## config.mk

```make
export PLATFORM = sky130hd
export DESIGN_NAME = mcu_instruction_predecoder_top
export DESIGN_NICKNAME = d
export VERILOG_FILES = /design/src/design/mipd_pkg.sv /design/src/design/mcu_instruction_predecoder_top.sv
export SDC_FILE = /design/constraint.sdc
export NUM_CORES = 1
export LEC_CHECK = 0
export BUFFER_PORTS_ARGS = -buffer_cell sky130_fd_sc_hd__buf_2
export CORE_MARGIN = 2
export CORE_UTILIZATION = 37
export CTS_BUF_LIST = sky130_fd_sc_hd__clkbuf_8
export DETAILED_ROUTE_END_ITERATION = 8
export PLACE_DENSITY = 0.54
export SETUP_SLACK_MARGIN = 0.02
export SYNTH_ARGS = -nofsm -noshare
export SYNTH_HDL_FRONTEND = slang
export SYNTH_SLANG_ARGS = --single-unit
```

## constraint.sdc

```tcl
create_clock -name clk -period 2.9 [get_ports clk]
set_input_delay 0.29 -clock clk [delete_from_list [all_inputs] [get_ports clk]]
set_output_delay 0.29 -clock clk [all_outputs]
set_load 0.01 [all_outputs]
```

## src/design/mipd_pkg.sv

```systemverilog
// shared types and constants of the instruction predecoder
`default_nettype none
package mipd_pkg;

	localparam int ADDR_W   = 21;
	localparam int WORD_W   = 16;
	localparam int AVAIL_W  = 3;
	localparam int CLASS_W  = 5;
	localparam int SIZE_W   = 3;
	localparam int CYC_W    = 2;
	localparam int IN_DW    = 56;
	localparam int OUT_DW   = 56;
	localparam int OUT_USED = CLASS_W + SIZE_W + CYC_W + 1 + ADDR_W + 1 + ADDR_W;

	localparam logic [AVAIL_W-1:0] AVAIL_FULL = 3'd4;
	localparam logic [AVAIL_W-1:0] AVAIL_MIN  = 3'd2;
	localparam logic [SIZE_W-1:0]  SIZE_WORD  = 3'd2;
	localparam logic [SIZE_W-1:0]  SIZE_LONG  = 3'd4;

	typedef enum logic [CLASS_W-1:0] {
		OP_ILLEGAL  = 5'd0,
		OP_CALL     = 5'd1,
		OP_JUMP     = 5'd2,
		OP_CONDJUMP = 5'd3,
		OP_NOP      = 5'd4,
		OP_MOVE     = 5'd5,
		OP_UNKNOWN  = 5'd6,
		OP_ADD      = 5'd7,
		OP_LOAD     = 5'd8,
		OP_MUL      = 5'd9,
		OP_RET      = 5'd10,
		OP_AND      = 5'd11,
		OP_XOR      = 5'd12,
		OP_OR       = 5'd13,
		OP_SUB      = 5'd14,
		OP_STORE    = 5'd15,
		OP_ROL      = 5'd16,
		OP_ROR      = 5'd17,
		OP_COMPL    = 5'd18,
		OP_CMP      = 5'd19,
		OP_PUSH     = 5'd20,
		OP_POP      = 5'd21
	} op_class_t;

	typedef struct packed {
		op_class_t          op_class;
		logic [SIZE_W-1:0]  op_size;
		logic [CYC_W-1:0]   cycle_count;
		logic               jump_valid;
		logic               fail_valid;
		logic               relative;
		logic [ADDR_W-1:0]  offset;
		logic [ADDR_W-1:0]  absolute;
	} dec_info_t;

endpackage
`default_nettype wire

```

## src/design/mcu_instruction_predecoder_top.sv

```systemverilog
// instruction predecoder: three-stage pipeline from instruction words to class and targets
//
// Input transfers on s_axis carry one instruction: program byte address, the first
// and second instruction words and the number of fetched bytes. Each produces one
// output transfer on m_axis with the operation class, size in bytes, cycle count,
// and for branches the jump target and the fall-through target.
// Stage 1 registers the decoded class and the branch offset, stage 2 adds the
// offset to the address, stage 3 is the output register.
// The input is registered in stage 1, then in stage 2, then in stage 3, whose valid
// bit drives m_axis_tvalid; one instruction is
// taken every cycle while m_axis_tready is high.
// When the receiver stalls, items pile up in the three stages; s_axis_tready
// falls only once all stages hold data, and nothing is dropped or repeated.
// Reset clears all stage valid bits, so m_axis_tvalid is low and
// s_axis_tready is high right after reset.
// The block keeps no state between instructions.
`default_nettype none
module mcu_instruction_predecoder_top
	import mipd_pkg::*;
(
	input  wire logic              clk,
	input  wire logic              arst_n,
	input  wire logic              s_axis_tvalid,
	output logic                   s_axis_tready,
	// pc_address[20:0], first_word[36:21], second_word[52:37], bytes_available[55:53]
	input  wire logic [IN_DW-1:0]  s_axis_tdata,
	output logic                   m_axis_tvalid,
	input  wire logic              m_axis_tready,
	// op_class[4:0], op_size[7:5], cycle_count[9:8], jump_valid[10],
	// jump_target[31:11], fail_valid[32], fail_target[53:33], zero[55:54]
	output logic [OUT_DW-1:0]      m_axis_tdata
);

	logic [ADDR_W-1:0]  pc_in;
	logic [WORD_W-1:0]  w1;
	logic [WORD_W-1:0]  w2;
	logic [AVAIL_W-1:0] avail_raw;
	logic [AVAIL_W-1:0] avail;
	logic               long_ok;
	logic               done;
	dec_info_t          dec;

	logic               ready_s1, ready_s2, ready_s3;
	logic               valid_s1, valid_s2, valid_s3;
	dec_info_t          info_s1;
	logic [ADDR_W-1:0]  pc_s1;

	op_class_t          class_s2;
	logic [SIZE_W-1:0]  size_s2;
	logic [CYC_W-1:0]   cyc_s2;
	logic               jv_s2, fv_s2;
	logic [ADDR_W-1:0]  jt_s2, ft_s2;
	logic [ADDR_W-1:0]  pc_next;
	logic [ADDR_W-1:0]  jt_next;

	logic [OUT_USED-1:0] out_s3;

	assign pc_in     = s_axis_tdata[ADDR_W-1:0];
	assign w1        = s_axis_tdata[ADDR_W +: WORD_W];
	assign w2        = s_axis_tdata[ADDR_W+WORD_W +: WORD_W];
	assign avail_raw = s_axis_tdata[ADDR_W+2*WORD_W +: AVAIL_W];
	assign avail     = (avail_raw > AVAIL_FULL) ? AVAIL_FULL : avail_raw;
	assign long_ok   = (avail == AVAIL_FULL) && (w2[15:12] == 4'hF);

	// ordered opcode-field decode
	always_comb begin
		dec.op_class    = OP_ILLEGAL;
		dec.op_size     = SIZE_WORD;
		dec.cycle_count = 2'd0;
		dec.jump_valid  = 1'b0;
		dec.fail_valid  = 1'b0;
		dec.relative    = 1'b0;
		dec.offset      = '0;
		dec.absolute    = '0;
		done            = 1'b1;
		if (avail < AVAIL_MIN) begin
			dec.op_size = avail;
		end else if (w1[15:9] == 7'h76) begin
			if (long_ok) begin
				dec.op_class = OP_CALL;
				dec.op_size  = SIZE_LONG;
			end
		end else if (w1[15:11] == 5'h1B) begin
			dec.op_class = OP_CALL;
		end else if (w1[15:11] == 5'h1A) begin
			dec.op_class    = OP_JUMP;
			dec.cycle_count = 2'd2;
			dec.jump_valid  = 1'b1;
			dec.relative    = 1'b1;
			dec.offset      = {{(ADDR_W-12){w1[10]}}, w1[10:0], 1'b0};
		end else if (w1[15:12] == 4'hF) begin
			dec.op_class    = OP_NOP;
			dec.cycle_count = 2'd1;
		end else if (w1[15:12] == 4'hC) begin
			if (long_ok) begin
				dec.op_class = OP_MOVE;
				dec.op_size  = SIZE_LONG;
			end
		end else if (w1[15:12] == 4'hB || w1[15:12] == 4'hA) begin
			dec.op_class = OP_CONDJUMP;
		end else if (w1[15:12] == 4'h9 || w1[15:12] == 4'h8 || w1[15:12] == 4'h7) begin
			dec.op_class = OP_UNKNOWN;
		end else if (w1[15:11] == 5'h1C) begin
			// conditional relative branch
			dec.op_class    = OP_CONDJUMP;
			dec.cycle_count = 2'd2;
			dec.jump_valid  = 1'b1;
			dec.fail_valid  = 1'b1;
			dec.relative    = 1'b1;
			dec.offset      = {{(ADDR_W-9){w1[7]}}, w1[7:0], 1'b0};
		end else if (w1[15:8] == 8'hEF) begin
			if (long_ok) begin
				dec.op_class    = OP_JUMP;
				dec.op_size     = SIZE_LONG;
				dec.cycle_count = 2'd2;
				dec.jump_valid  = 1'b1;
				dec.absolute    = {w2[11:0], w1[7:0], 1'b0};
			end
		end else if (w1[15:11] == 5'h01) begin
			unique case (w1[10:8])
				3'h7: begin dec.op_class = OP_ADD;  dec.cycle_count = 2'd1; end
				3'h6: begin dec.op_class = OP_LOAD; dec.cycle_count = 2'd1; end
				3'h5: begin dec.op_class = OP_MUL;  dec.cycle_count = 2'd1; end
				3'h4: begin dec.op_class = OP_RET;  dec.cycle_count = 2'd2; end
				3'h3: begin dec.op_class = OP_AND;  dec.cycle_count = 2'd1; end
				3'h2: begin dec.op_class = OP_XOR;  dec.cycle_count = 2'd1; end
				3'h1: begin dec.op_class = OP_OR;   dec.cycle_count = 2'd1; end
				default: begin dec.op_class = OP_SUB; dec.cycle_count = 2'd1; end
			endcase
		end else if (w1[15:6] == 10'h3B8) begin
			if (long_ok) begin
				dec.op_class = OP_LOAD;
				dec.op_size  = SIZE_LONG;
			end
		end else begin
			done = 1'b0;
		end

		if (!done) begin
			done = 1'b1;
			unique case (w1[15:10])
				6'h17, 6'h16, 6'h15, 6'h13, 6'h0B, 6'h01: dec.op_class = OP_SUB;
				6'h14: dec.op_class = OP_MOVE;
				6'h12, 6'h0F, 6'h0A, 6'h08: dec.op_class = OP_ADD;
				6'h09: begin dec.op_class = OP_ADD; dec.cycle_count = 2'd1; end
				6'h11, 6'h0D: dec.op_class = OP_ROL;
				6'h10, 6'h0C: dec.op_class = OP_ROR;
				6'h0E: dec.op_class = OP_UNKNOWN;
				6'h07: dec.op_class = OP_COMPL;
				6'h06: dec.op_class = OP_XOR;
				6'h05: dec.op_class = OP_AND;
				6'h04: dec.op_class = OP_OR;
				default: done = 1'b0;
			endcase
		end

		if (!done) begin
			done = 1'b1;
			unique case (w1[15:9])
				7'h37: dec.op_class = OP_STORE;
				7'h36, 7'h35, 7'h34: dec.op_class = OP_UNKNOWN;
				7'h33: dec.op_class = OP_CONDJUMP;
				7'h32, 7'h31, 7'h30: dec.op_class = OP_CMP;
				7'h01: dec.op_class = OP_MUL;
				default: done = 1'b0;
			endcase
		end

		if (!done && w1[15:4] == 12'h010) begin
			done            = 1'b1;
			dec.op_class    = OP_LOAD;
			dec.cycle_count = 2'd1;
		end

		if (!done) begin
			unique case (w1)
				16'h00FF, 16'h0007, 16'h0004, 16'h0003: dec.op_class = OP_UNKNOWN;
				16'h0013, 16'h0012: begin
					dec.op_class    = OP_RET;
					dec.cycle_count = 2'd2;
				end
				16'h0011, 16'h0010: dec.op_class = OP_RET;
				16'h000F, 16'h000E, 16'h000D, 16'h000C: dec.op_class = OP_LOAD;
				16'h000B, 16'h000A, 16'h0009, 16'h0008: dec.op_class = OP_STORE;
				16'h0006: dec.op_class = OP_POP;
				16'h0005: dec.op_class = OP_PUSH;
				16'h0000: begin
					dec.op_class    = OP_NOP;
					dec.cycle_count = 2'd1;
				end
				default: ;
			endcase
		end
	end

	// stall handling
	assign ready_s3      = !valid_s3 || m_axis_tready;
	assign ready_s2      = !valid_s2 || ready_s3;
	assign ready_s1      = !valid_s1 || ready_s2;
	assign s_axis_tready = ready_s1;

	always_ff @(posedge clk or negedge arst_n) begin
		if (!arst_n) begin
			valid_s1 <= 1'b0;
			valid_s2 <= 1'b0;
			valid_s3 <= 1'b0;
		end else begin
			if (ready_s1) valid_s1 <= s_axis_tvalid;
			if (ready_s2) valid_s2 <= valid_s1;
			if (ready_s3) valid_s3 <= valid_s2;
		end
	end

	// stage 1: decoded class and offset
	always_ff @(posedge clk) begin
		if (ready_s1) begin
			info_s1 <= dec;
			pc_s1   <= pc_in;
		end
	end

	// stage 2: target adders
	assign pc_next = pc_s1 + ADDR_W'(2);
	assign jt_next = info_s1.relative ? (pc_next + info_s1.offset) : info_s1.absolute;

	always_ff @(posedge clk) begin
		if (ready_s2) begin
			class_s2 <= info_s1.op_class;
			size_s2  <= info_s1.op_size;
			cyc_s2   <= info_s1.cycle_count;
			jv_s2    <= info_s1.jump_valid;
			fv_s2    <= info_s1.fail_valid;
			jt_s2    <= info_s1.jump_valid ? jt_next : '0;
			ft_s2    <= info_s1.fail_valid ? pc_next : '0;
		end
	end

	// stage 3: output register
	always_ff @(posedge clk) begin
		if (ready_s3) begin
			out_s3 <= {ft_s2, fv_s2, jt_s2, jv_s2, cyc_s2, size_s2, class_s2};
		end
	end

	assign m_axis_tvalid = valid_s3;
	assign m_axis_tdata  = {{(OUT_DW-OUT_USED){1'b0}}, out_s3};

endmodule
`default_nettype wire
```

# After elaboration in Yosys (flattened, before gate mapping)

Index checks and enable logic that the tools add are counted.

$add $sub $neg: 2
Magnitude comparators: 2
Equality and inequality tests: 72
Mux-type cells: 117
Reduce and logical (&&, ||, !) cells: 27

Operators with widths:

| kind                  | count |
|---|---|
| $mux 50               | 11 |
| $mux 8                | 21 |
| $mux 47               | 3 |
| $eq 16x4->1 const B   | 8 |
| $mux 11               | 10 |
| $mux 21               | 5 |
| $mux 10               | 10 |
| $eq 16x3->1 const B   | 4 |
| $eq 16x5->1 const B   | 4 |
| $mux 5                | 12 |
| $eq 7x6->1 const B    | 8 |
| $pmux 5 s10           | 1 |
| $eq 6x4->1 const B    | 8 |
| $eq 6x5->1 const B    | 8 |
| $mux 45               | 1 |
| $pmux 5 s7            | 1 |
| $eq 4x4->1 const B    | 7 |
| $pmux 4 s7            | 1 |
| $pmux 5 s5            | 1 |
| $eq 6x3->1 const B    | 4 |
| $mux 3                | 8 |
| $mux 23               | 1 |
| $mux 22               | 1 |
| $add 21x2->21 const B | 1 |
| 34 further kinds      | 81 |

Register bits after elaboration: 187
Bits of input ports: 60
Output and inout port bits: 58
Logic and storage cells: 240

# Logic depth before layout (Yosys ltp)

Gate-level depths: netlist (run 1).

Depth after elaboration: 58
Mapped depth: 12
Gate-level depth less buffers: 12

# Worst setup path after synthesis (run 1)

Ideal clock, no wire load.

Path kind: flip-flop to flip-flop
Start point: register valid_s3 (netlist: m_axis_tvalid)
End point: register info_s1[10] (netlist name), enable pin
Library setup time: 1.043 ns
Arrival time: 2.340 ns
Data required time: 1.857 ns
Path slack: -0.483 ns
Cell stages (with the launch flop): 2
Path buffers: 0
Period minus slack after synthesis: 3.383 ns
Cells stage by stage: dfrtp_1 nand4b_1

Word-level cells in the longest chain between the ends: 4

Ends and longest elaborated chain:

| element                  | line                                  | source |
|---|---|---|
| start: declaration       | mcu_instruction_predecoder_top.sv:44  | `logic valid_s1, valid_s2, valid_s3;` |
| start signal: assignment | mcu_instruction_predecoder_top.sv:210 | `if (ready_s3) valid_s3 <= valid_s2;` |
| $logic_not 1->1          | mcu_instruction_predecoder_top.sv:197 | `assign ready_s3 = !valid_s3 \|\| m_axis_tready;` |
| $logic_or 1x1->1         | mcu_instruction_predecoder_top.sv:197 |  |
| $logic_or 1x1->1         | mcu_instruction_predecoder_top.sv:198 | `assign ready_s2 = !valid_s2 \|\| ready_s3;` |
| $logic_or 1x1->1         | mcu_instruction_predecoder_top.sv:199 | `assign ready_s1 = !valid_s1 \|\| ready_s2;` |
| net s_axis_tready        | mcu_instruction_predecoder_top.sv:24  | `output logic s_axis_tready,` |
| end signal: assignment   | mcu_instruction_predecoder_top.sv:217 | `info_s1 <= dec;` |
| end: declaration         | mcu_instruction_predecoder_top.sv:45  | `dec_info_t info_s1;` |

The timed path passes the listed nets, and every way through them passes these cells.
A chain may end at the register's enable or synchronous reset.

# Worst setup path after layout (run 1)

Start point: register pc_s1[2]
End point: register jt_s2[13], data pin

Word-level cells in the longest chain between the ends: 3

Ends and longest elaborated chain:

| element                  | line                                  | source |
|---|---|---|
| start: declaration       | mcu_instruction_predecoder_top.sv:46  | `logic [ADDR_W-1:0] pc_s1;` |
| start signal: assignment | mcu_instruction_predecoder_top.sv:218 | `pc_s1 <= pc_in;` |
| $add 21x2->21            | mcu_instruction_predecoder_top.sv:223 | `assign pc_next = pc_s1 + ADDR_W'(2);` |
| net pc_next[10]          | mcu_instruction_predecoder_top.sv:53  | `logic [ADDR_W-1:0] pc_next;` |
| $add 21x21->21           | mcu_instruction_predecoder_top.sv:224 | `assign jt_next = info_s1.relative ? (pc_next + info_s1.offset) : info_s1.absolute;` |
| $mux 21                  | mcu_instruction_predecoder_top.sv:224 |  |
| end signal: assignment   | mcu_instruction_predecoder_top.sv:233 | `jt_s2 <= info_s1.jump_valid ? jt_next : '0;` |
| end: declaration         | mcu_instruction_predecoder_top.sv:52  | `logic [ADDR_W-1:0] jt_s2, ft_s2;` |

The timed path passes the listed nets, and every way through them passes these cells.

==> flow_summary.ini, run 1 <==
[global_route]
grt_pass1_wl_mm = 31.9
grt.overflow.total = 0
grt_pass1_vias = 5907
grt_max_degree = 36
antenna_found_initial = 0
grt_use_total = 0.172

[cells_and_area]
diodes = 0
fill_cells = 2073
utilization = 0.470
final-instance-count-excl-fill = 1150
drive_gt1_frac = 0.304
area_delta_synth_final_pct = 25.4
nets = 934
finalInstanceArea_um2 = 10600

[synthesis]
ys_ff_latch = 176
yosysWarnings = 0
yosys.area.top_type = edfxtp_1
synth_edf_count = 173
netlist_instances = 672
yosys_most_used_dff = edfxtp_1
netlist_area_um2 = 8460
synth_commonest_cells = 173 x edfxtp_1, 53 x and2_1, 40 x nor2_1
yosysMostFrequentCell = edfxtp_1
synth.distinct_cells = 70
ys_seq_area_frac = 0.623
avgSynthCellArea_um2 = 12.6
netlist.area_leader.share = 0.614
synth_area_leaders = edfxtp_1 61%, and2_1 3.9%, ha_1 3.0%, xnor2_1 2.3%, nor2_1 1.8%
synth_async_sr_flop_share = 0.0170

[cts]
clk_latency_ps = 470
cts_buffers = 17
ctsRootBufferMaster = clkbuf_8
htree_levels = 4
clkSlewWorstSetupHoldPaths_ps = 90
cts_buffer_depth = 2
clkSinkCount = 176
cts_tree = done

[route]
dr_wl_met3_um = 709
top_layer = met4
dr.first_iter.drc_count = 367
via_per_inst = 5.24
wirelength_mm = 20.8
wl_met2_mm = 10.7
antenna_left = 0
avgRoutedWirePerCell_um = 18.0
drc = 0
met1Wirelength_mm = 8.89
vias = 6028
drtPass1Iterations = 4

[timing]
setup_viol = 1
fin_crit_sh = 1.00
fmax_mhz = 344
rsz0062_at_grt = true
slew_viol_final = 0
fin_crit_ps = 2900
finalWorstSetupSlack_ps = -4.15
tightestPinTransition_ps = 1210
fin_skew_ps = 19.2
final_hold_viol_count = 0
slew_headroom = 0.189

[pwr]
ir_drop_uv = 215
p_leak_nw = 4.12
finalPower_mw = 6.10
p_per_area_nw_per_um2 = 575

[placement]
dp_cells = 1085
dpl_cell_area_um2 = 9620
pre_cts_ws_ps = -102
place.gp.congestion = 0.849
dpl.hpwl_mm = 15.2
port_buffers = 115

[die]
ios = 118
die_x_um = 155
start_util = 0.375
coreArea_um2 = 22600
rows = 55
dieArea_um2 = 24100
fp.dieH_um = 155

[worst_hold_path]
hold_depth = 2
hp-class = in2reg
holdCritStartpoint = s_axis_tdata[53]

[critical_path]
path_common_cell = o21ai_2
start_kind = register
reg2reg_from = pc_s1[2]
cp-end-kind = register
r2r_cells = 12
worstSetupPathType = reg2reg
cp.required_ps = 3100
r2r_slack_ps = -4
critPathArrivalTime_ps = 3100
worstPathCellList = nand3_2 > or2_4 > nor2_4 > xor2_2 > ha_1 > a21oi_2 > o21ai_2 > buf_4 > or3_4 > o21ai_2 > xor2_1 > o21ai_1
slowest_stage = edfxtp_1
cp_slowest_stage_delay_ps = 450
worstSetupStartpoint = pc_s1[2]
crit_path_max_fanout = 4

[run_status]
violations = setup timing
status = finished, violations left

[run]
cap_viol_max_count = 0
==> per-stage QoR <==
step | TNS (ps) | hold WS, ps
floorplan | -31500 | -5.59
global placement | -69.0 | 84.8
detailed placement | -281 | 88.8
CTS | 0 | 58.3
global route | -372 | 80.6
finish | -4.15 | 93.7
==> registers in the layout, indices dropped and copies added, names as in the netlist, 2 cells and up <==
name	count
out_s3	54
size_s2	3
ft_s2	21
class_s2	5
pc_s1	21
jt_s2	21
cyc_s2	2
info_s1	44
==> final timing paths <==
kind / to
worst max-delay path: jt_s2[13]
worst min-delay path: info_s1[47]
worst max register to register: jt_s2[13]
worst min register to register: out_s3[24]
max in group asynchronous: m_axis_tvalid
min in group asynchronous: valid_s1
==> cell families (layout without fill, tap and decap cells) <==
family	count (synthesis)	after routing	share of synthesized area
buf+inv	46	238	0.0231
compound gates	144	144	0.113
flops	176	176	0.623
xor+xnor	32	32	0.0348
other cells	1	2	0.000443
fa+ha+maj	21	21	0.0319
mux	9	9	0.0106
simple gates	243	243	0.164
==> per-layer routing <==
metal,GRT usage,up-vias
li1,-,2910
met1,0.213,2945
met2,0.299,141
met3,0.0348,32
met4,0.0625,0
met5,0,-
==> cell usage in the layout (no fill, tap or decap), types with 4 or more instances in the layout <==
cell           count
a211oi_1           6
a21o_1             7
a21oi_1           25
a21oi_2            4
a31oi_1            6
and2_1            53
and3_1             6
and3_4             4
and4_1             4
buf_2            115
buf_4             53
clkbuf_8          17
dlygate4sd3_1     23
edfxtp_1         173
ha_1              15
inv_1              7
mux2i_1            9
nand2_1           37
nand2b_1           9
nand3_1           20
nand3_2            4
nand3b_1           7
nand4_1            6
nor2_1            36
nor2b_1            8
nor3_1             9
nor4_1             4
o211ai_1          16
o21a_1             6
o21ai_0           17
o21ai_1           16
xnor2_1           20
xor2_1             8
==> critical path: cells and delay by family (launching register included) <==
family                     cells  cell delay (ps)
and+or+nand+nor                4              890
AOI/OAI and AO/OA              4              460
DFF                            1              450
xor gates and xnor gates       2              400
adders and majority gates      1              290
buffers and inverters          1              140
==> report_power, final <==
group | switching [mW] | internal [mW]
combinational | 0.615 | 0.468
clock | 0.913 | 0.864
sequential | 0.121 | 3.12
==> cell type report <==
cell class	instances	area, µm²	share of cell area
multi-input cells	451	3250	0.306
clock inverters	14	180	0.0170
well taps	285	357	0.0336
repair buffers	196	1280	0.120
flip-flops and latches	176	5270	0.497
inverters	11	41.3	0.00389
clock buffers	17	234	0.0220
==> repair_timing <==
item / CTS / global route
resized for setup: 13 / 45
hold buffers: 23 / 0
hold endpoints to repair: 25 / 0
pin swaps: 1 / 30
buffers inserted: 3 / 8
setup endpoints to repair: 9 / 12
No activity file was read; power rests on OpenSTA's default activity.
==> run 2, diff against run 1 <==
--- a/config.mk
+++ b/config.mk
@@ -10,7 +10,7 @@
 export CORE_UTILIZATION = 37
 export CTS_BUF_LIST = sky130_fd_sc_hd__clkbuf_8
 export DETAILED_ROUTE_END_ITERATION = 8
-export PLACE_DENSITY = 0.54
+export PLACE_DENSITY = 0.52
 export SETUP_SLACK_MARGIN = 0.02
 export SYNTH_ARGS = -nofsm -noshare
 export SYNTH_HDL_FRONTEND = slang
==> constraint.sdc (replaced) <==
create_clock -name clk -period 3 [get_ports clk]
set_input_delay 0.3 -clock clk [delete_from_list [all_inputs] [get_ports clk]]
set_output_delay 0.3 -clock clk [all_outputs]
set_load 0.01 [all_outputs]
==> flow_summary.ini, run 2 (synthesis results as in run 1) <==
[run_status]
status = complete, no violations

[cts]
cts_buffers = 17
clk_latency_ps = 460
clkSinkCount = 176
clkSlewWorstSetupHoldPaths_ps = 100
htree_levels = 4
cts_tree = done
cts_buffer_depth = 2
ctsRootBufferMaster = clkbuf_8

[critical_path]
cp.required_ps = 3200
worstPathCellList = buf_4 > inv_1 > ha_1 > fa_2 > a211o_1 > a211oi_2 > buf_4 > o21bai_1 > a21oi_2 > nor4b_2 > a221o_1
critPathArrivalTime_ps = 3130
worstSetupPathType = reg2reg
crit_path_max_fanout = 4
start_kind = register
cp_slowest_stage_delay_ps = 430
cp-end-kind = register
r2r_cells = 11
path_common_cell = buf_4
slowest_stage = edfxtp_1

[timing]
fmax_mhz = 341
tightestPinTransition_ps = 897
slew_viol_final = 0
fin_crit_sh = 0.976
setup_viol = 0
rsz0062_at_grt = true
slew_headroom = 0.399
fin_skew_ps = 15.6
hold_ws_ps = 110
fin_crit_ps = 2930
final_hold_viol_count = 0
finalWorstSetupSlack_ps = 71.2

[route]
dr.first_iter.drc_count = 297
drc = 0
antenna_left = 0
drtPass1Iterations = 5
via_per_inst = 5.23
vias = 5988
avgRoutedWirePerCell_um = 18.0
wirelength_mm = 20.5

[die]
fp.dieH_um = 155
start_util = 0.375
coreArea_um2 = 22600
die_x_um = 155
ios = 118
dieArea_um2 = 24100
rows = 55

[placement]
place.gp.congestion = 0.831
port_buffers = 115
dp_cells = 1076
pre_cts_ws_ps = -49.8
dpl.hpwl_mm = 14.9

[pwr]
ir_drop_uv = 233
swShare = 0.285
p_per_area_nw_per_um2 = 544
power_switching_mw = 1.61
finalPower_mw = 5.65
seqPwrFrac = 0.554
power.internal_mw = 4.04
p_comb_frac = 0.178
p_leak_nw = 4.04
power_frac_clock = 0.268

[cells_and_area]
area_delta_synth_final_pct = 22.6
final-instance-count-excl-fill = 1144
top_regs = out_s3: 54 flops, info_s1: 44 flops
largest_reg_flops = 54
final_common_cell = edfxtp_1
drive_gt1_frac = 0.278
nets = 927
diodes = 0
mostFrequentLayoutCells = 173 x edfxtp_1, 115 x buf_2, 53 x and2_1, 49 x buf_4, 38 x nor2_1
top_register = out_s3

[global_route]
grt_max_degree = 43
grt_pass1_vias = 5950
grt.overflow.total = 0
grt_pass1_wl_mm = 32.0
grt_use_total = 0.171
antenna_found_initial = 0

[worst_hold_path]
hp-class = in2reg
hold_depth = 2

[run]
cap_viol_max_count = 0
[run 2: final cells by class]
| cell class | count | area, µm² |
|---|---|---|
| clock buffers | 17 | 234 |
| clock inverters | 15 | 124 |
| fillers | 2094 | 12200 |
| inverters | 11 | 41.3 |
| multi-input cells | 451 | 3140 |
| flip-flops and latches | 176 | 5270 |
| well taps | 285 | 357 |
| repair buffers | 189 | 1200 |
[run 2: what timing repair did]
action | in CTS | in global routing
endpoints found under the hold margin | 25 | 0
hold buffers | 23 | 0
resized for setup | 5 | 30
setup endpoints to repair | 5 | 11
setup buffers | 1 | 13
pin swaps | 0 | 25
[run 2: worst paths after layout]
| path | slack, ps | startpoint | endpoint |
|---|---|---|---|
| setup / recovery | 70 | pc_s1[1] | jt_s2[9] |
| hold reg to reg | 420 | jt_s2[4] | out_s3[15] |
| hold / removal | 110 | s_axis_tdata[53] | info_s1[47] |
| max in group asynchronous | 2740 | arst_n | valid_s2 |
| min in group asynchronous | 160 | arst_n | valid_s1 |
| setup reg to reg | 70 | pc_s1[1] | jt_s2[9] |
[run 2: power groups by stage]
stage	Combinational [mW]	Clock, mW	Sequential, mW
6_report	1.01	1.51	3.13
5_1_grt	1.10	1.67	3.16
3_5_place_dp	0.912	0	3.19
4_1_cts	0.948	1.57	3.13
2_1_floorplan	0.505	0	3.21
3_3_place_gp	0.905	0	3.18
[run 2: critical path: cells and delay by family, from the launching register on]
family | cells | cell delay (ps)
flip-flops | 1 | 430
buffers and inverters | 3 | 370
AO/OA/AOI/OAI | 5 | 1210
AND/OR/NAND/NOR | 1 | 70
adder cells (fa/ha/maj) | 2 | 590
[run 2: routing by layer]
layer | vias up | part of all wire | track usage
li1 | 2897 | - | -
met1 | 2923 | 0.43 | 0.214
met2 | 144 | 0.52 | 0.300
met3 | 24 | 0.034 | 0.0318
met4 | 0 | 0.017 | 0.0564
met5 | - | 0 | 0
[run 2: stage by stage]
step,TNS [ps],area [µm²],util
2_1_floorplan,-24900,8460,-
3_3_place_gp,0,9540,0.423
3_5_place_dp,-49.8,9540,0.423
4_1_cts,0,10200,0.450
5_1_grt,-509,10400,0.460
6_report,0,10400,0.460
